`src/sv/vvc_pkg.sv`:
```
// Shared types, register indexes and helpers for the view volume cull test.
`default_nettype none

package vvc_pkg;

  // Default and limits of the coordinate width
  localparam int COORD_BITS_DEFAULT = 16;
  localparam int FIELD_W            = 16;

  // Cull volume geometry
  localparam int NUM_PLANES   = 6;
  localparam int NUM_AXES     = 3;
  localparam int NORMAL_SHIFT = 14;
  localparam int RADIUS_W     = 15;
  localparam int REACH_W      = FIELD_W + 1;
  localparam int REACH_SQ_W   = 2 * REACH_W;

  // Configuration port
  localparam int CFG_INDEX_W = 3;
  localparam int CFG_DATA_W  = 64;
  localparam int PLANE_IDX_W = 3;

  // Register indexes
  localparam logic [CFG_INDEX_W-1:0] REG_CULL_KIND    = 3'd0;
  localparam logic [CFG_INDEX_W-1:0] REG_PLANE_LEFT   = 3'd1;
  localparam logic [CFG_INDEX_W-1:0] REG_PLANE_RIGHT  = 3'd2;
  localparam logic [CFG_INDEX_W-1:0] REG_PLANE_BOTTOM = 3'd3;
  localparam logic [CFG_INDEX_W-1:0] REG_PLANE_TOP    = 3'd4;
  localparam logic [CFG_INDEX_W-1:0] REG_PLANE_NEAR   = 3'd5;
  localparam logic [CFG_INDEX_W-1:0] REG_PLANE_FAR    = 3'd6;
  localparam logic [CFG_INDEX_W-1:0] REG_SPHERE       = 3'd7;

  // Cull kinds and query modes
  localparam logic KIND_FRUSTUM = 1'b0;
  localparam logic KIND_SPHERE  = 1'b1;
  localparam logic MODE_SPHERE  = 1'b0;
  localparam logic MODE_BOX     = 1'b1;

  // One frustum plane, laid out as in its register
  typedef struct packed {
    logic signed [FIELD_W-1:0] w;
    logic signed [FIELD_W-1:0] nz;
    logic signed [FIELD_W-1:0] ny;
    logic signed [FIELD_W-1:0] nx;
  } plane_t;

  // Light sphere, raw fields as in its register
  typedef struct packed {
    logic [FIELD_W-1:0] sr;
    logic [FIELD_W-1:0] sz;
    logic [FIELD_W-1:0] sy;
    logic [FIELD_W-1:0] sx;
  } sphere_t;

  typedef struct packed {
    logic                     cull_kind;
    plane_t [NUM_PLANES-1:0]  plane;
    sphere_t                  sphere;
  } cfg_t;

  // Query payload as it arrives on the input channel
  typedef struct packed {
    logic                mode;
    logic [FIELD_W-1:0]  center_x;
    logic [FIELD_W-1:0]  center_y;
    logic [FIELD_W-1:0]  center_z;
    logic [RADIUS_W-1:0] bound_radius;
    logic [FIELD_W-1:0]  lo_x;
    logic [FIELD_W-1:0]  lo_y;
    logic [FIELD_W-1:0]  lo_z;
    logic [FIELD_W-1:0]  hi_x;
    logic [FIELD_W-1:0]  hi_y;
    logic [FIELD_W-1:0]  hi_z;
  } query_t;

  // Internal width of a decoded coordinate; wide settings read as non-negative
  function automatic int coord_width(input int cb);
    return (cb > FIELD_W) ? FIELD_W + 1 : cb;
  endfunction

  // Normal component of a plane along one axis
  function automatic logic signed [FIELD_W-1:0] normal_of(input plane_t p, input int k);
    logic signed [FIELD_W-1:0] n;
    n = p.nx;
    if (k == 1) n = p.ny;
    if (k == 2) n = p.nz;
    return n;
  endfunction

endpackage

`default_nettype wire

```
`src/sv/vvc_reduce.sv`:
```
// Final stage: sum plane terms, compare distances, register the verdict.
`default_nettype none

module vvc_reduce
  import vvc_pkg::*;
#(
  parameter int COORD_BITS = COORD_BITS_DEFAULT,
  localparam int CW = coord_width(COORD_BITS),
  localparam int PW = FIELD_W + CW,
  localparam int SW = 2 * CW + 2,
  localparam int OFS_W = FIELD_W + NORMAL_SHIFT,
  localparam int ACC_W = ((PW > OFS_W) ? PW : OFS_W) + 3,
  localparam int D2_W = SW + 2,
  localparam int CMP_W = (D2_W > REACH_SQ_W) ? D2_W : REACH_SQ_W
) (
  input  wire logic                  clk,
  input  wire logic                  rst,
  input  wire logic                  in_valid,
  output logic                       in_ready,
  input  wire logic                  in_box,
  input  wire logic [RADIUS_W-1:0]   in_r,
  input  wire logic signed [PW-1:0]  prod [NUM_PLANES][NUM_AXES],
  input  wire logic [SW-1:0]         sq [NUM_AXES],
  input  wire logic [REACH_SQ_W-1:0] reach_sq,
  input  wire cfg_t                  cfg,
  output logic                       out_valid,
  input  wire logic                  out_ready,
  output logic                       visible
);

  logic signed [ACC_W-1:0] acc [NUM_PLANES];
  logic signed [ACC_W-1:0] bias;
  logic [NUM_PLANES-1:0]   fail;
  logic [CMP_W-1:0]        d2;
  logic                    sph_vis;
  logic                    visible_next;

  // Sphere queries shift the threshold by the radius scaled to normal units
  assign bias = (in_box == MODE_BOX) ? '0 : (ACC_W'(in_r) <<< NORMAL_SHIFT);

  // A plane culls when the biased signed distance is negative
  always_comb begin
    for (int p = 0; p < NUM_PLANES; p++) begin
      acc[p] = ACC_W'(prod[p][0]) + ACC_W'(prod[p][1]) + ACC_W'(prod[p][2])
             + (ACC_W'(cfg.plane[p].w) <<< NORMAL_SHIFT) + bias;
      fail[p] = acc[p][ACC_W-1];
    end
  end

  // Squared distance against the squared reach
  assign d2      = CMP_W'(sq[0]) + CMP_W'(sq[1]) + CMP_W'(sq[2]);
  assign sph_vis = d2 <= CMP_W'(reach_sq);

  assign visible_next = (cfg.cull_kind == KIND_SPHERE) ? sph_vis : ~|fail;

  assign in_ready = !out_valid || out_ready;

  always_ff @(posedge clk) begin
    if (rst) begin
      out_valid <= 1'b0;
    end else if (in_ready) begin
      out_valid <= in_valid;
    end
  end

  // Hold the result until the output transaction completes
  always_ff @(posedge clk) begin
    if (in_ready && in_valid) begin
      visible <= visible_next;
    end
  end

endmodule

`default_nettype wire

```
`config.mk`:
```
export PLATFORM = sky130hd
export DESIGN_NAME = vvc_reduce
export DESIGN_NICKNAME = d
export VERILOG_FILES = /design/src/sv/vvc_pkg.sv /design/src/sv/vvc_reduce.sv
export SDC_FILE = /design/constraint.sdc
export NUM_CORES = 1
export LEC_CHECK = 0
export BUFFER_PORTS_ARGS = -buffer_cell sky130_fd_sc_hd__buf_4
export CORE_AREA = 10 10 454 456
export DETAILED_ROUTE_END_ITERATION = 12
export DIE_AREA = 0 0 464 466
export GPL_ROUTABILITY_DRIVEN = 0
export PLACE_DENSITY_LB_ADDON = 0.05
export RECOVER_POWER = 25
export SLEW_MARGIN = 20
export SYNTH_ARGS = -nofsm -noshare
export SYNTH_HDL_FRONTEND = slang
export SYNTH_SLANG_ARGS = --single-unit
```
`constraint.sdc`:
```
create_clock -name clk -period 4.79 [get_ports clk]
set_clock_uncertainty 0.1 [all_clocks]
set_input_delay 0.479 -clock clk [delete_from_list [all_inputs] [get_ports clk]]
set_output_delay 0.479 -clock clk [all_outputs]
set_load 0.02 [all_outputs]
```
==> metrics <==
Synth top cells by count=fa_1, ha_1, inv_1; ANT nets after route=0; Worst-Skew Late Latency=~0.24 ns; Synth top area share=a little under half; status=finished with violations; DP Wirelength=128,000 um; GRT Overall Usage=11.6%; yosys warns=0; Die Width=between 400 and 500 um; normalized max-slew margin=59.1%; grt ovf=0; final cycle utilization of the critical path=106%; Slew Limit Fails=0; first-pass GRT wire length=between 150,000 and 200,000 um; WP data arrival=5.04 ns; synthesized area=around 18,000 sq um; final wirelength=131,000 um; failing checks=setup timing; row cnt=about 160; Hold Vio Cnt, Final=0; Area contributors post-synth=fa_1, ha_1, inv_1, a21oi_1, nand4_1; CP peak stage delay=around 0.53 ns; asr flop ratio synth=0%; clk slew on worst S/H paths=approximately 0.04 ns; Die ar.=216,000 sq um; Post-layout nets=between 4,000 and 5,000; drt pass-1 iters=5; prevailing post-synth register cell=edfxtp_1; Die Ht=roughly 470 um; WP data required=around 4.8 ns; Crit-path slowest cell=fa_1; Worst setup EP type=flop; top-count cell post-synth=fa_1; Final Power=~6200 uW; most frequent CP cell=inv_1; Post-CTS Setup Bufs=0; setup ws final=-0.279 ns; I/O Pins=1,184; core area=a little under 200,000 sq um; clk root buf=clkbuf_16; Synth-to-Final Area Change=60.7%; CP Class=input pin to flop; Fmax=197 MHz; CP Max Fanout=3; fin crit period=5.07 ns; Buf/Inv on CP=4; Yosys reg bits=2; initial antenna violation count=78; Initial Utilization=9.09%; CTS Buf Count=3; post-synth top area cell=fa_1; Top delay family on crit path=compound AO/OA/AOI/OAI gates; Leak=0.0133 uW; Startpoint Class=input pin; post-synthesis sequential area ratio=less than 1%; share of layout cells above drive strength 1=between 30% and 40%; largest net degree at the start of global routing=16; Worst-Margin Slew=~0.6 ns; number of synthesized flops with an enable pin=1; Setup violations, final=1; vias=~16,000; H-Tree Depth=1; class of the worst hold path=input pin to flop; VDD IR max=about 57 uV; Clock Tree Buf Depth=2; Mean Syn Cell Area=roughly 11 sq um; Via density=between 3 and 4; drc violations=0; I/O Buffers=831; DRT iter0 DRCs=about 360; Fill cells=22,400; Pwr Density=217 nW/um^2; unrepaired setup endpoints after global routing=true; Post-Synthesis Cells=1,571; CTS tree=done; Yosys cell types=between 60 and 70; Setup Slack @ Placement=-0.908 ns; Num Clock Sinks=2; wire length per cell=25.2 um; Max Cap Violations=0; vias in the first global route=around 19,000; syn nets=around 3,600
==> per-layer routing <==
| metal | global-route usage, % | routed length [um] |
|---|---|---|
| met5 | 0 | 469 |
| met4 | 0.570 | 641 |
| met3 | 5.09 | 12900 |
| met2 | 18.0 | 55800 |
| met1 | 15.7 | 60900 |
==> logic make-up after synthesis <==
| kind of cell | share of synthesized area [%] |
|---|---|
| adders and majority gates | 77.1 |
| AOI/OAI and AO/OA | 10.5 |
| and+or+nand+nor | 6.64 |
| buffers and inverters | 3.79 |
| xor gates and xnor gates | 1.52 |
| muxes | 0.168 |
| DFF | 0.280 |
==> power breakdown <==
group / switching (uW) / internal, uW
Clock: 36.3 / 111
Sequential: 3.48 / 21.1
Combinational: 3160 / 2890
==> layout make-up <==
cell class | instances | area [sq um] | share of cell area [%]
Multi-Input combinational cell | 1390 | 17300 | 60.3
Timing Repair Buffer | 963 | 7280 | 25.4
Tap cell | 2640 | 3300 | 11.5
Inverter | 173 | 649 | 2.26
Clock buffer | 4 | 78.8 | 0.275
Sequential cell | 2 | 50.0 | 0.174
Antenna cell | 16 | 40.0 | 0.139
==> layout by cell type (no fill, tap or decap), drive strengths merged, types with 6 or more instances in the layout <==
cell / netlist / routed
o21ai: 48 / 48
a211oi: 18 / 18
o2111ai: 9 / 9
nand2: 46 / 46
a211o: 6 / 6
xnor2: 23 / 23
inv: 173 / 173
a21o: 25 / 25
fa: 425 / 425
buf: 2 / 962
nand4: 45 / 45
nand2b: 13 / 13
ha: 421 / 421
o211ai: 10 / 10
o21a: 16 / 16
a2111oi: 7 / 7
nor2b: 23 / 23
nor4: 6 / 6
nand3: 20 / 20
xor2: 8 / 8
o221ai: 7 / 7
nor3: 12 / 12
nor2: 39 / 39
diode: 0 / 16
o21bai: 8 / 8
a21oi: 96 / 96
==> worst reg2reg max path, cell delays in order, from the launching register on <==
cell and delay, ns:
dfxtp_1 0.31, nand2b_1 0.10, and2_1 0.29
==> state kept, by name, indices dropped and copies added (netlist names) <==
name and cells:
out_valid 1, visible 1
==> timing repair <==
action | CTS | global route
cloned | 0 | 0
pin swaps | 14 | 0
hold buffers | 0 | 0
endpoints found under the setup margin | 1 | 1
resized for setup | 25 | 0
==> worst paths after layout <==
kind              cells past startpoint                     end  slack [ns]                    from
setup / recovery                     25       visible$_DFFE_PP_       -0.28                   sq[1]
hold reg to reg                       2  out_valid$_SDFFE_PP0N_        0.43  out_valid$_SDFFE_PP0N_
setup reg to reg                      2       visible$_DFFE_PP_        3.66  out_valid$_SDFFE_PP0N_
hold / removal                        3  out_valid$_SDFFE_PP0N_        0.40                in_valid
==> through the flow <==
stage	area, sq um	utilization [%]	hold slack (ns)	instances	setup TNS (ns)
final	28700	14.6	0.400	5188	-0.279
after global routing	28700	14.6	0.422	5173	-0.635
after CTS	28700	14.6	0.392	5172	-0.294
after detailed placement	28500	14.5	0.418	5168	-0.908
after global placement	28500	14.5	0.422	5167	-1.23
after floorplan	17900	-	0.448	1571	0
No activity file was read; power rests on OpenSTA's default activity.
