<file path="config.mk">
export PLATFORM = sky130hd
export DESIGN_NAME = vvc_cfg_regs
export DESIGN_NICKNAME = d
export VERILOG_FILES = /design/src/sv/vvc_pkg.sv /design/src/sv/vvc_cfg_regs.sv
export SDC_FILE = /design/constraint.sdc
export NUM_CORES = 1
export LEC_CHECK = 0
export BUFFER_PORTS_ARGS = -buffer_cell sky130_fd_sc_hd__buf_2
export CORE_AREA = 2 2 202 204
export DETAILED_ROUTE_END_ITERATION = 8
export DIE_AREA = 0 0 204 206
export PLACE_DENSITY_LB_ADDON = 0.3
export RECOVER_POWER = 100
export SYNTH_ARGS = -nofsm -noshare
export SYNTH_HDL_FRONTEND = slang
export SYNTH_SLANG_ARGS = --single-unit
</file>
<file path="constraint.sdc">
create_clock -name clk -period 1.75 [get_ports clk]
set_input_delay 0.175 -clock clk [delete_from_list [all_inputs] [get_ports clk]]
set_output_delay 0.175 -clock clk [all_outputs]
set_load 0.1 [all_outputs]
</file>
<file path="src/sv/vvc_pkg.sv">
// Shared types, register indexes and helpers for the view volume cull test.
`default_nettype none

package vvc_pkg;

  // Default and limits of the coordinate width
  localparam int COORD_BITS_DEFAULT = 16;
  localparam int FIELD_W            = 16;

  // Cull volume geometry
  localparam int NUM_PLANES   = 6;
  localparam int NUM_AXES     = 3;
  localparam int NORMAL_SHIFT = 14;
  localparam int RADIUS_W     = 15;
  localparam int REACH_W      = FIELD_W + 1;
  localparam int REACH_SQ_W   = 2 * REACH_W;

  // Configuration port
  localparam int CFG_INDEX_W = 3;
  localparam int CFG_DATA_W  = 64;
  localparam int PLANE_IDX_W = 3;

  // Register indexes
  localparam logic [CFG_INDEX_W-1:0] REG_CULL_KIND    = 3'd0;
  localparam logic [CFG_INDEX_W-1:0] REG_PLANE_LEFT   = 3'd1;
  localparam logic [CFG_INDEX_W-1:0] REG_PLANE_RIGHT  = 3'd2;
  localparam logic [CFG_INDEX_W-1:0] REG_PLANE_BOTTOM = 3'd3;
  localparam logic [CFG_INDEX_W-1:0] REG_PLANE_TOP    = 3'd4;
  localparam logic [CFG_INDEX_W-1:0] REG_PLANE_NEAR   = 3'd5;
  localparam logic [CFG_INDEX_W-1:0] REG_PLANE_FAR    = 3'd6;
  localparam logic [CFG_INDEX_W-1:0] REG_SPHERE       = 3'd7;

  // Cull kinds and query modes
  localparam logic KIND_FRUSTUM = 1'b0;
  localparam logic KIND_SPHERE  = 1'b1;
  localparam logic MODE_SPHERE  = 1'b0;
  localparam logic MODE_BOX     = 1'b1;

  // One frustum plane, laid out as in its register
  typedef struct packed {
    logic signed [FIELD_W-1:0] w;
    logic signed [FIELD_W-1:0] nz;
    logic signed [FIELD_W-1:0] ny;
    logic signed [FIELD_W-1:0] nx;
  } plane_t;

  // Light sphere, raw fields as in its register
  typedef struct packed {
    logic [FIELD_W-1:0] sr;
    logic [FIELD_W-1:0] sz;
    logic [FIELD_W-1:0] sy;
    logic [FIELD_W-1:0] sx;
  } sphere_t;

  typedef struct packed {
    logic                     cull_kind;
    plane_t [NUM_PLANES-1:0]  plane;
    sphere_t                  sphere;
  } cfg_t;

  // Query payload as it arrives on the input channel
  typedef struct packed {
    logic                mode;
    logic [FIELD_W-1:0]  center_x;
    logic [FIELD_W-1:0]  center_y;
    logic [FIELD_W-1:0]  center_z;
    logic [RADIUS_W-1:0] bound_radius;
    logic [FIELD_W-1:0]  lo_x;
    logic [FIELD_W-1:0]  lo_y;
    logic [FIELD_W-1:0]  lo_z;
    logic [FIELD_W-1:0]  hi_x;
    logic [FIELD_W-1:0]  hi_y;
    logic [FIELD_W-1:0]  hi_z;
  } query_t;

  // Internal width of a decoded coordinate; wide settings read as non-negative
  function automatic int coord_width(input int cb);
    return (cb > FIELD_W) ? FIELD_W + 1 : cb;
  endfunction

  // Normal component of a plane along one axis
  function automatic logic signed [FIELD_W-1:0] normal_of(input plane_t p, input int k);
    logic signed [FIELD_W-1:0] n;
    n = p.nx;
    if (k == 1) n = p.ny;
    if (k == 2) n = p.nz;
    return n;
  endfunction

endpackage

`default_nettype wire

</file>
<file path="src/sv/vvc_cfg_regs.sv">
// Configuration register file: cull kind, six planes and the light sphere.
`default_nettype none

module vvc_cfg_regs
  import vvc_pkg::*;
(
  input  wire logic                   clk,
  input  wire logic                   rst,
  input  wire logic                   cfg_we,
  input  wire logic [CFG_INDEX_W-1:0] cfg_index,
  input  wire logic [CFG_DATA_W-1:0]  cfg_data,
  output cfg_t                        cfg
);

  // Write one register per enabled cycle
  always_ff @(posedge clk) begin
    if (rst) begin
      cfg <= '0;
    end else if (cfg_we) begin
      unique case (cfg_index)
        REG_CULL_KIND: begin
          cfg.cull_kind <= cfg_data[0];
        end
        REG_SPHERE: begin
          cfg.sphere <= sphere_t'(cfg_data);
        end
        default: begin
          cfg.plane[PLANE_IDX_W'(cfg_index - REG_PLANE_LEFT)] <= plane_t'(cfg_data);
        end
      endcase
    end
  end

endmodule

`default_nettype wire

</file>
==> results of run 1 <==
## stage by stage
step           std cells  hold slack, ns  total power, µW   util
2_1_floorplan       1766           0.311            13400      -
3_3_place_gp        2742           0.426            14100  0.513
3_5_place_dp        2742           0.432            14200  0.513
4_1_cts             2888          0.0342            24900  0.570
5_1_grt             2891          0.0910            25400  0.569
6_report            2891          0.0593            24700  0.569
## power by group through the flow
stage               registers [µW]  logic, µW  clock network (µW)
floorplan                    12500        867                   0
global placement             10800       3340                   0
detailed placement           10800       3360                   0
CTS                          10600       3480               10800
global route                 10600       3570               11200
finish                       10600       3440               10700
## critical path: stages
cell and delay (ns):
dlygate4sd3_1 0.56, buf_2 0.20, nor2b_1 0.16, nand4_1 0.13, buf_6 0.59, mux2i_1 0.27
## cells in the mapped netlist (all sizes together)
| library cell | number | area share |
|---|---|---|
| dfxtp | 449 | 0.52 |
| nand2b | 320 | 0.12 |
| mux2i | 257 | 0.15 |
| o21ai | 256 | 0.074 |
| nand2 | 130 | 0.028 |
| nor2b | 129 | 0.046 |
| clkbuf | 92 | 0.020 |
| a21oi | 65 | 0.019 |
| buf | 48 | 0.025 |
| nand4 | 4 | 0.0014 |
| ha | 3 | 0.0022 |
| inv | 3 | 0.00065 |
| nand3 | 3 | 0.0012 |
| and3 | 2 | 0.00072 |
| mux2 | 1 | 0.00086 |
| nand3b | 1 | 0.00043 |
| nand4b | 1 | 0.00050 |
| nor2 | 1 | 0.00022 |
| or2 | 1 | 0.00036 |
## routing by layer
metal,global-route usage,vias up
met1,0.311,6960
li1,-,6984
met4,0.129,0
met2,0.426,557
met3,0.0544,130
met5,0,-
## kinds of logic (layout without fill, tap and decap cells)
family                     after synthesis  in the layout  synth area share
AOI/OAI and AO/OA                      321            321            0.0923
other                                    0              3                 0
muxes                                  258            258             0.149
adders and majority gates                3              3           0.00216
buffers and inverters                  143            733            0.0458
DFF                                    449            449             0.517
and+or+nand+nor                        592            592             0.194
## how the worst max path moves through the flow
stage	endpoint	slack, ns	cells past startpoint
finish	cfg[285]	0.11	6
detailed placement	cfg[285]	-0.21	8
global route	cfg[213]	0.06	6
CTS	cfg[202]	0.13	1
global placement	cfg[226]	-0.13	8
floorplan	cfg[100]	0.03	8
## repair_timing
item	4_1_cts	5_1_grt
buffers inserted	0	0
hold buffers	65	0
hold endpoints to repair	68	0
## area by class of cell
cell class,count,share of cell area
Sequential cell,449,0.393
Multi-Input combinational cell,1174,0.334
Timing Repair Buffer,649,0.171
Clock buffer,69,0.0618
Tap cell,532,0.0291
Clock inverter,12,0.0105
Inverter,3,0.000493
Antenna cell,3,0.000329
==> results by group, run 1 <==
Placed design
  – DP HPWL: around 38000 µm
  – DP Area: 20600 µm²
  – Pre-CTS setup slack: -0.208 ns
  – GP Congestion: 0.832
  – Number of port buffers: roughly 520

Critical path
  – Crit path kind: primary input to flop
  – Critical-path maximum fanout: between 40 and 50
  – RR Startpoint: cfg[96]
  – R2r worst-path depth: 3
  – Crit start category: primary input
  – Crit path DAT: ~2.1 ns
  – Worst Setup SP: cfg_we
  – WP data required: approximately 2.2 ns
  – Reg-to-Reg End: cfg[96]
  – Worst R2R Setup Slack: around 0.93 ns
  – Endpoint class of the critical path: flop

Die
  – Row count: 74
  – I/O Pins: ~520
  – Die ar.: roughly 42000 µm²
  – Chip Height: approximately 200 µm
  – Die Wd: about 200 µm
  – Initial core utilization: 0.433
  – Total core area: around 40000 µm²

Global routing
  – GRT overflow: 0
  – Antenna violations before repair: 3
  – First-pass GRT wire length: 83200 µm
  – Largest net degree at the start of global routing: 76
  – Vias in the first global route: 14300
  – Gr usage total: 0.255

Finish
  – Largest Register: cfg
  – Commonest non-fill, non-tap cell in the layout: clkbuf_2
  – Nets: 2398
  – Share of cells above drive strength 1: 0.279
  – Max reg flops: between 400 and 500
  – Multi-input gate area in the final layout: 7620 µm²
  – Fill cell count: between 3000 and 4000
  – Biggest regs: cfg (449)
  – Most frequent cells in the layout: 450 x clkbuf_2, 449 x dfxtp_1, 320 x nand2b_1
  – Area Growth Syn to Fin: 31.3%
  – FF/Latch Area: 8990 µm²
  – Post-route cell area: about 23000 µm²

Yosys
  – Post-Syn Instances: roughly 1800
  – Synthesized flop and latch total: 449
  – Syn Nets: 1839
  – Distinct cells, synth: 24
  – Sequential area share after synthesis: 0.517
  – Mean area per synthesized cell: 9.85 µm²
  – Yosys Warn Count: 0
  – Post-Synthesis Cell Area: about 17000 µm²

Pwr
  – Cell-internal power: ~18000 µW
  – Pwr dens: approximately 1100 nW/µm²
  – Net Switching: about 6900 µW
  – Worst vdd ir: 731 µV
  – Leakage: 0.0112 µW
  – Sequential fraction of design power: 0.429
  – Gate power share: 0.139
  – Clk network pwr share: 0.432
  – Switching part of the total: 0.279

Clock network
  – Clk_lat worst skew: about 0.55 ns
  – H-tree depth: 2
  – Clock net sink count: around 450
  – Longest Clk Path Bufs: 3
  – Resized cells post-CTS: 0
  – Clk root buf: clkbuf_16
  – CTS clk-pin slew, worst paths: about 0.060 ns
  – CTS buffer count: 48
  – CTS tree: done

STA
  – Final setup viols: 0
  – Final TNS setup: 0 ns
  – Slew margin rel.: 0.443
  – Fin crit period: between 1.5 and 2 ns
  – Worst-Margin Slew: ~0.84 ns
  – Clk_skew: 0 ns
  – Endpoints failing hold: 0
  – Final period util: 0.937
  – Final Worst Setup Slack: about 0.11 ns
  – Pins Over Slew Limit: 0
  – FMAX: ~600 MHz
  – RSZ-0062 raised after global routing: no

Route
  – Met2 wire len: 26500 µm
  – DR vias: about 15000
  – DR top layer: met4
  – Met3 WL post-DR: around 3700 µm
  – Via/cell ratio: roughly 5.1
  – Post-DR wirelength/cell: approximately 19 µm
  – Metal-1 WL: 23200 µm
  – Routed Antenna Nets: 0
  – 1st-iter DRT viols: 758
  – Final WL: ~56000 µm
  – Drc violations: 0
  – Drt first pass iters: 7

Worst hold path
  – HP Start: rst
  – Hold path cells: 4
  – Hold Crit Endpoint: cfg[156]
  – Hold Crit Class: primary input to flop

Flow run
  – Max Cap Viol: 0

Run status
  – Status: finished clean
(Power assumes the default switching activity.)
==> inputs of run 2 (changes only) <==
- RECOVER_POWER: 100 -> 50
==> results by group, run 2 (synthesis gave the netlist of run 1 again) <==
STA
  – Fin crit period: 1.63 ns (was 1.64 ns)
  – Final setup viols: 0 (unchanged)
  – Final Worst Setup Slack: 0.117 ns (was 0.109 ns)
  – Final period util: 0.933 (was 0.937)
  – Clk_skew: 0 ns (unchanged)
  – FMAX: 613 MHz (was 610 MHz)
  – Endpoints failing hold: 0 (unchanged)
  – Slew margin rel.: 0.449 (was 0.443)
  – RSZ-0062 raised after global routing: no (unchanged)
  – Pins Over Slew Limit: 0 (unchanged)
  – Worst-Margin Slew: 0.827 ns (was 0.836 ns)

Finish
  – Area Growth Syn to Fin: 31.3% (unchanged)
  – Share of cells above drive strength 1: 0.279 (unchanged)
  – Nets: 2398 (unchanged)
  – Most frequent cells in the layout: 518 x buf_2, 449 x dfxtp_1, 320 x nand2b_1 (was 450 x clkbuf_2, 449 x dfxtp_1, 320 x nand2b_1)
  – Max reg flops: 449 (unchanged)
  – Commonest non-fill, non-tap cell in the layout: buf_2 (was clkbuf_2)
  – Post-route cell area: 22900 µm² (unchanged)
  – Biggest regs: cfg (449) (unchanged)
  – Fill cell count: 3554 (unchanged)
  – Largest Register: cfg (unchanged)

Critical path
  – Crit path max-delay cell type: buf_6 (unchanged)
  – Crit path kind: primary input to flop (unchanged)
  – Endpoint class of the critical path: flop (unchanged)
  – Max incr delay on CP: 0.58 ns (was 0.59 ns)
  – Critical-path maximum fanout: 48 (unchanged)
  – Crit path DAT: 2.12 ns (about the same)
  – Crit path cell chain: dlygate4sd3_1 > buf_2 > nor2b_1 > nand4_1 > buf_6 > mux2i_1 (unchanged)
  – Crit start category: primary input (unchanged)
  – WP data required: 2.23 ns (about the same)

Route
  – Drt first pass iters: 5 (was 7)
  – DR vias: 14595 (was 14631)
  – Via/cell ratio: 5.05 (was 5.06)
  – Drc violations: 0 (unchanged)
  – Post-DR wirelength/cell: 19.4 µm (about the same)
  – Routed Antenna Nets: 0 (unchanged)
  – 1st-iter DRT viols: 753 (was 758)
  – Final WL: 56100 µm (about the same)

Clock network
  – CTS tree: done (unchanged)
  – Clock net sink count: 449 (unchanged)
  – H-tree depth: 2 (unchanged)
  – CTS buffer count: 48 (unchanged)
  – Clk_lat worst skew: 0.56 ns (was 0.55 ns)
  – CTS clk-pin slew, worst paths: 0.06 ns (about the same)
  – Clk root buf: clkbuf_16 (unchanged)
  – Resized cells post-CTS: 0 (unchanged)
  – Postcts setup bufs: 0 (unchanged)
  – Cts hold-fix bufs: 65 (unchanged)
  – Longest Clk Path Bufs: 3 (unchanged)

Placed design
  – Pre-CTS setup slack: -0.208 ns (unchanged)
  – DP HPWL: 37600 µm (unchanged)
  – Number of port buffers: 518 (unchanged)
  – GP Congestion: 0.832 (unchanged)
  – DP Area: 20600 µm² (unchanged)

Flow run
  – Max Cap Viol: 0 (unchanged)

Pwr
  – Overall power: 24700 µW (about the same)
  – Pwr dens: 1080 nW/µm² (about the same)
  – Worst vdd ir: 749 µV (was 731 µV)
  – Leakage: 0.0116 µW (was 0.0112 µW)

Global routing
  – Vias in the first global route: 14300 (unchanged)
  – Gr usage total: 0.255 (unchanged)
  – Antenna violations before repair: 3 (unchanged)
  – GRT overflow: 0 (unchanged)
  – First-pass GRT wire length: 83200 µm (unchanged)
  – Largest net degree at the start of global routing: 76 (unchanged)

Die
  – Chip Height: 206 µm (unchanged)
  – Die Wd: 204 µm (unchanged)
  – Total core area: 40200 µm² (unchanged)
  – Initial core utilization: 0.433 (unchanged)
  – Die ar.: 42000 µm² (unchanged)
  – Row count: 74 (unchanged)
  – I/O Pins: 519 (unchanged)

Run status
  – Status: finished clean (unchanged)

Worst hold path
  – Hold Crit Class: primary input to flop (unchanged)
run 2: cell count changes in the layout (fill, tap and decap cells not counted):
cell,change
buf_2,+446
o21ai_1,+1
clkbuf_2,-446
o21ai_0,-1
run 2: final timing paths:
path         cells after the start  startpoint  endpoint  slack, ns
max                              6      cfg_we  cfg[285]       0.12
min                              4         rst  cfg[157]       0.06
max reg2reg                      3     cfg[96]   cfg[96]       0.93
min reg2reg                      2     cfg[50]   cfg[50]       0.45
run 2: per-stage QoR:
stage                util  instances  hold slack, ns  TNS (ns)
finish              0.569       2891          0.0629         0
global route        0.569       2891          0.0910         0
CTS                 0.570       2888          0.0342         0
detailed placement  0.513       2742           0.432    -39.82
global placement    0.513       2742           0.426    -22.26
floorplan               -       1766           0.311         0
run 2: worst max-delay path, delay by kind of cell:
kind                   cells  cell delay (ns)
buffers and inverters      3             1.34
and+or+nand+nor            2             0.30
muxes                      1             0.27
run 2: power breakdown:
| group | internal [µW] | total [µW] | switching, µW |
|---|---|---|---|
| clock | 6590 | 10700 | 4070 |
| combinational | 768 | 3450 | 2680 |
| sequential | 10500 | 10600 | 124 |
run 2: final cells by class:
type,count,area [µm²],share of cell area
well taps,532,666,0.0291
multi-input cells,1174,7620,0.334
flip-flops and latches,449,8990,0.393
clock inverters,12,239,0.0105
diodes,3,7.51,0.000329
inverters,3,11.3,0.000493
repair buffers,649,3900,0.171
clock buffers,69,1410,0.0618
run 2: layer usage:
layer  vias to the layer above  wire (µm)  global-route usage  part of all wire
met2                       545      26500               0.426              0.47
met5                         -          0                   0                 0
met4                         0       2610               0.129             0.047
met1                      6947      23200               0.311              0.41
li1                       6975          -                   -                 -
met3                       128       3770              0.0544             0.067
