==> src/sv/vvc_pkg.sv <==
// Shared types, register indexes and helpers for the view volume cull test.
`default_nettype none

package vvc_pkg;

  // Default and limits of the coordinate width
  localparam int COORD_BITS_DEFAULT = 16;
  localparam int FIELD_W            = 16;

  // Cull volume geometry
  localparam int NUM_PLANES   = 6;
  localparam int NUM_AXES     = 3;
  localparam int NORMAL_SHIFT = 14;
  localparam int RADIUS_W     = 15;
  localparam int REACH_W      = FIELD_W + 1;
  localparam int REACH_SQ_W   = 2 * REACH_W;

  // Configuration port
  localparam int CFG_INDEX_W = 3;
  localparam int CFG_DATA_W  = 64;
  localparam int PLANE_IDX_W = 3;

  // Register indexes
  localparam logic [CFG_INDEX_W-1:0] REG_CULL_KIND    = 3'd0;
  localparam logic [CFG_INDEX_W-1:0] REG_PLANE_LEFT   = 3'd1;
  localparam logic [CFG_INDEX_W-1:0] REG_PLANE_RIGHT  = 3'd2;
  localparam logic [CFG_INDEX_W-1:0] REG_PLANE_BOTTOM = 3'd3;
  localparam logic [CFG_INDEX_W-1:0] REG_PLANE_TOP    = 3'd4;
  localparam logic [CFG_INDEX_W-1:0] REG_PLANE_NEAR   = 3'd5;
  localparam logic [CFG_INDEX_W-1:0] REG_PLANE_FAR    = 3'd6;
  localparam logic [CFG_INDEX_W-1:0] REG_SPHERE       = 3'd7;

  // Cull kinds and query modes
  localparam logic KIND_FRUSTUM = 1'b0;
  localparam logic KIND_SPHERE  = 1'b1;
  localparam logic MODE_SPHERE  = 1'b0;
  localparam logic MODE_BOX     = 1'b1;

  // One frustum plane, laid out as in its register
  typedef struct packed {
    logic signed [FIELD_W-1:0] w;
    logic signed [FIELD_W-1:0] nz;
    logic signed [FIELD_W-1:0] ny;
    logic signed [FIELD_W-1:0] nx;
  } plane_t;

  // Light sphere, raw fields as in its register
  typedef struct packed {
    logic [FIELD_W-1:0] sr;
    logic [FIELD_W-1:0] sz;
    logic [FIELD_W-1:0] sy;
    logic [FIELD_W-1:0] sx;
  } sphere_t;

  typedef struct packed {
    logic                     cull_kind;
    plane_t [NUM_PLANES-1:0]  plane;
    sphere_t                  sphere;
  } cfg_t;

  // Query payload as it arrives on the input channel
  typedef struct packed {
    logic                mode;
    logic [FIELD_W-1:0]  center_x;
    logic [FIELD_W-1:0]  center_y;
    logic [FIELD_W-1:0]  center_z;
    logic [RADIUS_W-1:0] bound_radius;
    logic [FIELD_W-1:0]  lo_x;
    logic [FIELD_W-1:0]  lo_y;
    logic [FIELD_W-1:0]  lo_z;
    logic [FIELD_W-1:0]  hi_x;
    logic [FIELD_W-1:0]  hi_y;
    logic [FIELD_W-1:0]  hi_z;
  } query_t;

  // Internal width of a decoded coordinate; wide settings read as non-negative
  function automatic int coord_width(input int cb);
    return (cb > FIELD_W) ? FIELD_W + 1 : cb;
  endfunction

  // Normal component of a plane along one axis
  function automatic logic signed [FIELD_W-1:0] normal_of(input plane_t p, input int k);
    logic signed [FIELD_W-1:0] n;
    n = p.nx;
    if (k == 1) n = p.ny;
    if (k == 2) n = p.nz;
    return n;
  endfunction

endpackage

`default_nettype wire

==> src/sv/vvc_prep.sv <==
// First stage: decode coordinates, pick plane corners and sphere distances.
`default_nettype none

module vvc_prep
  import vvc_pkg::*;
#(
  parameter int COORD_BITS = COORD_BITS_DEFAULT,
  localparam int CW = coord_width(COORD_BITS)
) (
  input  wire logic                clk,
  input  wire logic                rst,
  input  wire logic                in_valid,
  output logic                     in_ready,
  input  wire query_t              q,
  input  wire cfg_t                cfg,
  output logic                     out_valid,
  input  wire logic                out_ready,
  output logic                     box,
  output logic [RADIUS_W-1:0]      r,
  output logic signed [CW-1:0]     pt [NUM_PLANES][NUM_AXES],
  output logic signed [CW:0]       delta [NUM_AXES],
  output logic [REACH_W-1:0]       reach
);

  localparam int NUM_RAW = 4 * NUM_AXES;

  logic [FIELD_W-1:0]      raw [NUM_RAW];
  logic signed [CW-1:0]    crd [NUM_RAW];
  logic signed [CW-1:0]    pt_next [NUM_PLANES][NUM_AXES];
  logic signed [CW:0]      delta_next [NUM_AXES];
  logic [REACH_W-1:0]      reach_next;

  // Order: center, lo, hi, light sphere center
  assign raw[0]  = q.center_x;
  assign raw[1]  = q.center_y;
  assign raw[2]  = q.center_z;
  assign raw[3]  = q.lo_x;
  assign raw[4]  = q.lo_y;
  assign raw[5]  = q.lo_z;
  assign raw[6]  = q.hi_x;
  assign raw[7]  = q.hi_y;
  assign raw[8]  = q.hi_z;
  assign raw[9]  = cfg.sphere.sx;
  assign raw[10] = cfg.sphere.sy;
  assign raw[11] = cfg.sphere.sz;

  // Decode coordinates: sign from bit COORD_BITS-1, or plain 16 bits when wider
  for (genvar i = 0; i < NUM_RAW; i++) begin : g_coord
    if (COORD_BITS > FIELD_W) begin : g_wide
      assign crd[i] = signed'({1'b0, raw[i]});
    end else begin : g_narrow
      assign crd[i] = signed'(raw[i][CW-1:0]);
    end
  end

  // Select the positive vertex per plane, or the center for a sphere query
  always_comb begin
    for (int p = 0; p < NUM_PLANES; p++) begin
      for (int k = 0; k < NUM_AXES; k++) begin
        if (q.mode == MODE_BOX) begin
          pt_next[p][k] = (normal_of(cfg.plane[p], k) >= 0) ? crd[6 + k] : crd[3 + k];
        end else begin
          pt_next[p][k] = crd[k];
        end
      end
    end
  end

  // Per-axis distance to the light sphere center, gap to the box for box queries
  always_comb begin
    for (int k = 0; k < NUM_AXES; k++) begin
      if (q.mode == MODE_BOX) begin
        if (crd[9 + k] < crd[3 + k]) begin
          delta_next[k] = (CW + 1)'(crd[3 + k]) - (CW + 1)'(crd[9 + k]);
        end else if (crd[9 + k] > crd[6 + k]) begin
          delta_next[k] = (CW + 1)'(crd[9 + k]) - (CW + 1)'(crd[6 + k]);
        end else begin
          delta_next[k] = '0;
        end
      end else begin
        delta_next[k] = (CW + 1)'(crd[k]) - (CW + 1)'(crd[9 + k]);
      end
    end
  end

  // Combined radius for sphere queries, light radius alone for boxes
  assign reach_next = (q.mode == MODE_BOX) ? REACH_W'(cfg.sphere.sr)
                                           : REACH_W'(cfg.sphere.sr) + REACH_W'(q.bound_radius);

  assign in_ready = !out_valid || out_ready;

  // Advance the stage whenever the next one can take it
  always_ff @(posedge clk) begin
    if (rst) begin
      out_valid <= 1'b0;
    end else if (in_ready) begin
      out_valid <= in_valid;
    end
  end

  always_ff @(posedge clk) begin
    if (in_ready && in_valid) begin
      box   <= q.mode;
      r     <= q.bound_radius;
      pt    <= pt_next;
      delta <= delta_next;
      reach <= reach_next;
    end
  end

endmodule

`default_nettype wire

==> config.mk <==
export PLATFORM = sky130hd
export DESIGN_NAME = vvc_prep
export DESIGN_NICKNAME = d
export VERILOG_FILES = /design/src/sv/vvc_pkg.sv /design/src/sv/vvc_prep.sv
export SDC_FILE = /design/constraint.sdc
export NUM_CORES = 1
export LEC_CHECK = 0
export BUFFER_PORTS_ARGS = -buffer_cell sky130_fd_sc_hd__clkbuf_2
export CAP_MARGIN = 20
export CORE_AREA = 2 2 381 383
export CTS_BUF_LIST = sky130_fd_sc_hd__clkbuf_4 sky130_fd_sc_hd__clkbuf_8
export CTS_CLUSTER_DIAMETER = 120
export DETAILED_ROUTE_END_ITERATION = 8
export DIE_AREA = 0 0 383 385
export PLACE_DENSITY = 0.34
export SYNTH_ARGS = -nofsm -noshare
export SYNTH_HDL_FRONTEND = slang
export SYNTH_SLANG_ARGS = --single-unit
==> constraint.sdc <==
create_clock -name clk -period 9.5 [get_ports clk]
set_input_delay 0.95 -clock clk [delete_from_list [all_inputs] [get_ports clk]]
set_output_delay 0.95 -clock clk [all_outputs]
set_load 0.1 [all_outputs]
==> metrics.txt, run 1 <==
Vias/cell=between 4 and 5; Worst-path clk slew=0.06 ns; post-synthesis sequential area ratio=0.457; commonest cells after routing, fill and taps aside=clkbuf_2 (618), a21oi_1 (403), edfxtp_1 (372), mux2i_1 (291), ha_1 (159); setup violators final=0; Most common cell on crit path=o21ai_0; Die Width=383 um; cts-stage hold buffer count=0; largest net degree at the start of global routing=131; crit path to=delta[49]; Vias=roughly 21000; final RePlAce weighted congestion=0.796; # rows=139; reg2reg start=out_valid; Leak=between 10 and 15 nW; Worst Path Arrival=4.28 ns; Worst Tran Pin Value=1.14 ns; crit-path leading delay family=compound AO/OA/AOI/OAI gates; GRT Util Overall=0.151; CTS resizes=0; Yosys top cell by area=edfxtp_1; share of cells above drive strength 1=0.266; total grt overflow=0; Avg WL per Cell=roughly 23 um; I/O Pins=987; Syn Inst Count=2324; Routed WL=115 mm; Clock Skews=0.0333 ns; P_sw=2.63 mW; Synth area leaders=edfxtp_1 (46%), mux2i_1 (12%), a21oi_1 (8.2%), ha_1 (8.1%), xnor2_1 (2.3%); RSZ-0062 raised after global routing=false; Critical Path Start=cfg[1]; flops & latches, synth=around 370; first-pass GRT wire length=160 mm; Yosys top cell area share=0.456; initial cell density of the core=0.171; PortBufs=619; dpl hpwl=just under 90 mm; Post-synth EDFFs=372; Slew Limit Fails=0; max cap viols=0; syn_nets=3106; Final min period=3.72 ns; WS Path Type=in2reg; Hold Crit Class=in2reg; area post-placement=just under 30000 um^2; Core Region=roughly 140000 um^2; Clock Latency Late Sink=about 0.76 ns; Root Driver=clkbuf_8; combinational share of power=0.346; H-Tree Depth=3; most common cell after layout, fill and taps aside=clkbuf_2; WP data required=10.07 ns; CP bufs+invs=2; Worst Reg2Reg Path Length in Cells=3; dpl ws=4.95 ns; vias in the first global route=21300; nets=approximately 3700; Post-Syn Area=between 20000 and 25000 um^2; worst vdd ir=0.000106 V; Die Y=between 300 and 400 um; worst path cell trace=clkbuf_2, inv_1, ha_1, a21oi_1, o21ai_0, o31ai_1, a31oi_1, o41ai_1, o21ai_0, xnor2_1, a21boi_0; Reg power frac=0.324; Num CTS Buffers=84; synth unique cells=83; Tcrit/Tclk final=0.391; max incr delay on CP=0.71 ns; Setup crit start kind=input port; CTS sink count=373; headroom to the max-slew limit=0.243; YS warnings=0; antenna violations before repair=23; PnR worst setup slack=between 5 and 6 ns; critical path capture point type=flip-flop; Layout area overhead=29.0%; TritonCTS clock tree=yes; ys async rst share=0; critical path depth=11; Die Area=147000 um^2; Design Area, Final=31600 um^2; Main synth FF type=edfxtp_1; drt first pass iters=5; Internal=3.66 mW; Clock power frac=0.330; setup TNS=0 ns; Power Density=199 nW/um^2; fmax=0.269 GHz; status=finished clean; endpoint of the worst register-to-register path=reach[1]; Crit Path Max Fanout=4; clock buffer depth=3; DRT iter0 DRCs=1147; Hold Fails Final Rpt=0; DRC=0; post-layout util=0.221; slowest stage cell, crit path=o31ai_1; Final ANT Viol Nets=0; flop-to-flop setup slack=7.14 ns; Post-CTS Setup Inserts=0; switch share=0.418; Post-Syn Area per Cell=10.5 um^2
## state kept, by name (all words and copies together) (netlist names)
register	flops
pt	288
r	15
out_valid	1
reach	17
box	1
delta	51
## metal layers
metal	wire length, um	vias up	global-route usage
li1	-	10000	-
met4	2130	18	0.0397
met3	11800	132	0.0651
met1	53200	10000	0.201
met5	117	-	0
met2	47700	757	0.221
## power by group through the flow
stage | registers, mW | clock network (mW) | logic [mW]
after global placement | 2.07 | 0 | 2.20
final | 2.04 | 2.08 | 2.18
after floorplan | 3.00 | 0 | 0.706
after detailed placement | 2.07 | 0 | 2.19
after CTS | 2.04 | 2.17 | 2.20
after global routing | 2.05 | 2.23 | 2.31
## cell families (layout without fill, tap and decap cells)
group                      after synthesis  after routing  synth area share
AOI/OAI and AO/OA                      713            713             0.175
and+or+nand+nor                        414            414            0.0795
DFF                                    373            373             0.457
muxes                                  294            294             0.120
buffers and inverters                  247            934            0.0385
adders and majority gates              169            169            0.0894
xor gates and xnor gates               114            114            0.0408
other                                    0              7                 0
## final cells by class
cell class / instances / area (um^2)
sequential: 373 / 11200
fill: 15700 / 112000
timing repair buffer: 630 / 3270
multi-input combinational: 1704 / 12400
clock inverter: 41 / 432
antenna: 7 / 17.5
tap: 1903 / 2380
inverter: 149 / 559
clock buffer: 114 / 1380
## how the worst min path moves through the flow
stage,cells past startpoint,slack (ns),to,startpoint
global route,2,0.33,out_valid,rst
finish,1,0.39,r[0],q[96]
CTS,1,0.27,r[0],q[96]
detailed placement,2,0.54,out_valid,out_valid
floorplan,1,1.02,out_valid,rst
global placement,2,0.53,out_valid,out_valid
## synth_stat cells, drive strengths merged, types with 13 or more instances
library cell / count
a21oi: 404
edfxtp: 372
mux2i: 291
ha: 159
inv: 149
nor2: 143
nand2: 100
o21ai: 88
clkbuf: 82
xnor2: 65
xor2: 49
nor3: 31
a21o: 28
nor2b: 26
o21a: 26
nand3: 25
a221oi: 23
a31oi: 23
nand2b: 22
nand4: 22
buf: 16
or3: 15
a211oi: 13
## metrics by stage
stage	hold slack, ns	total power [mW]	std cells
6_report	0.389	6.29	4921
5_1_grt	0.329	6.59	4915
4_1_cts	0.270	6.41	4913
3_5_place_dp	0.541	4.26	4758
3_3_place_gp	0.525	4.27	4758
2_1_floorplan	1.02	3.71	2324
No activity file was read; power rests on OpenSTA's default activity.
==> run 2, diff against run 1 <==
Settings changed: ABC_AREA set to 1, CORE_AREA 2 2 381 383 to 2 2 382 384, DIE_AREA 0 0 383 385 to 0 0 384 386, PLACE_DENSITY 0.34 to 0.36.
Clock period 9.5 ns to 3 ns, I/O delays scaled along.
==> metrics.txt, run 2 <==
Worst Tran Pin Value=1.09 ns; Power Density=approximately 570 nW/um^2; WP data required=between 3 and 4 ns; worst vdd ir=0.000317 V; Leak=17.8 nW; Yosys top cell by area=edfxtp_1; crit-path leading delay family=simple AND/OR/NAND/NOR gates; fmax=0.388 GHz; max reg flops=roughly 290; Yosys top cell area share=0.404; Final ANT Viol Nets=0; Vias=28300; largest net degree at the start of global routing=105; share of cells above drive strength 1=0.195; Reg power frac=0.314; Final min period=around 2.6 ns; RSZ-0062 raised after global routing=false; setup violators final=0; Routed WL=139 mm; worst path cell trace=dlygate4sd3_1, clkbuf_2, inv_1, ha_1, nand2_1, inv_1, nand2_1, nand2_1, a21oi_1, nand3_2, nand3_1, nand2_1, nand3_1, nand2_1; Layout area overhead=30.9%; ys async rst share=0; Root Driver=clkbuf_8; Most common cell on crit path=nand2_1; Worst Path Arrival=3.07 ns; commonest cells after routing, fill and taps aside=nand2_1 (1151), clkbuf_2 (618), inv_1 (469), a21oi_1 (429), edfxtp_1 (372); Post-CTS Setup Inserts=0; syn_nets=4488; switch share=0.448; Design Area, Final=around 36000 um^2; total grt overflow=0; met2 Use GR=0.283; Avg WL per Cell=about 22 um; status=finished clean; Hold Fails Final Rpt=0; Clock power frac=0.295; final RePlAce weighted congestion=0.883; first-pass GRT wire length=196 mm; flop-to-flop setup slack=1.30 ns; DRC=0; max incr delay on CP=0.54 ns; post-route non-filler standard cell count=6458; PortBufs=619; antenna violations before repair=15; Post-synth EDFFs=372; most numerous cell in the Yosys netlist=nand2_1; Die Area=148000 um^2; Main synth FF type=edfxtp_1; Crit Path Max Fanout=16; headroom to the max-slew limit=0.275; area post-placement=roughly 33000 um^2; combinational share of power=0.391; Post-Syn Area=27700 um^2; vias in the first global route=27300; WS Path Type=in2reg; Post-Syn Area per Cell=around 7.5 um^2; met3 Use GR=0.0445; Vias/cell=4.39; TritonCTS clock tree=yes; Setup crit start kind=input port; CTS sink count=roughly 370; Synth area leaders=edfxtp_1 (40%), nand2_1 (16%), a21oi_1 (7.8%), ha_1 (7.2%), o21ai_0 (6.6%); Num CTS Buffers=82; Worst-path clk slew=0.06 ns; Clock Skews=0.0470 ns; Die Width=384 um; Die Y=386 um; dpl ws=between 0.2 and 0.25 ns; Total Power=20.6 mW; most frequent cells after synthesis=nand2_1 (1151), inv_1 (469), a21oi_1 (430); Tcrit/Tclk final=0.859; placed insts=6174; DRT iter0 DRCs=1962; critical path capture point type=flip-flop; Clock Latency Late Sink=0.78 ns; I/O Pins=987; Largest regs=pt (288), delta (51), reach (17); initial cell density of the core=0.192; GRT met1 Usage=0.248; P_sw=9.22 mW; GRT Util Overall=0.182; H-Tree Depth=3; flops & latches, synth=373; post-layout util=0.251; post-synthesis sequential area ratio=0.404; PnR worst setup slack=0.424 ns; Core Region=~140000 um^2; global route hottest layer=met2; CP bufs+invs=4; drt first pass iters=5; Hold Worst Slack=0.0865 ns; slowest stage cell, crit path=dlygate4sd3_1; nets=5261; # rows=140; Slew Limit Fails=0; dpl hpwl=112 mm; CTS resizes=0; Syn Inst Count=3706; most common cell after layout, fill and taps aside=nand2_1; max cap viols=0; clock buffer depth=3; YS warnings=0; register with the most flip-flops=pt; Internal=11.4 mW; Hold Crit Class=in2reg; filler cell count in the final layout=~16000; setup TNS=0 ns; synth unique cells=41
-- run 2: cell count changes in the layout (fill, tap and decap cells not counted), moves of 44 or more --
| cell | delta |
|---|---|
| nand2_1 | +1052 |
| inv_1 | +321 |
| mux2i_1 | -291 |
| o21ai_0 | +282 |
| nand3_1 | +206 |
| dlygate4sd3_1 | +138 |
| buf_4 | +44 |
-- run 2: routing by layer --
metal,share of wire,vias to the layer above
li1,-,14000
met1,0.47,13300
met2,0.44,943
met3,0.072,144
met4,0.023,4
met5,0.00019,-
-- run 2: kinds of logic (layout without fill, tap and decap cells) --
kind of cell	Yosys count	after routing	share of synthesized area
AOI/OAI and AO/OA	839	839	0.155
xor gates and xnor gates	52	52	0.0165
adders and majority gates	169	169	0.0791
buffers and inverters	606	1434	0.0869
DFF	373	373	0.404
other	0	7	0
and+or+nand+nor	1667	1667	0.258
-- run 2: timing repair --
item	in CTS	in global routing
hold buffers	138	0
hold endpoints to repair	301	0
endpoints found under the setup margin	0	0
-- run 2: layout make-up --
| type | count | area, um^2 | share of cell area |
|---|---|---|---|
| Inverter | 479 | 1810 | 0.0498 |
| Clock inverter | 31 | 320 | 0.00884 |
| Tap cell | 1917 | 2400 | 0.0662 |
| Sequential cell | 373 | 11200 | 0.309 |
| Timing Repair Buffer | 816 | 5070 | 0.140 |
| Antenna cell | 7 | 17.5 | 0.000483 |
| Clock buffer | 108 | 1320 | 0.0365 |
| Multi-Input combinational cell | 2727 | 14100 | 0.389 |
-- run 2: path summary, 6_finish.rpt --
check	endpoint	startpoint	cells past startpoint
max	delta[49]	q[43]	14
min reg2reg	box	out_valid	2
max reg2reg	pt[39]	out_valid	3
min	box	q[159]	2
-- run 2: power by group through the flow --
stage	Sequential (mW)	Clock, mW	Combinational (mW)
after floorplan	9.62	0	2.76
after global placement	6.57	0	7.94
after global routing	6.50	6.56	8.67
after CTS	6.47	6.37	8.11
after detailed placement	6.57	0	7.92
final	6.46	6.08	8.06
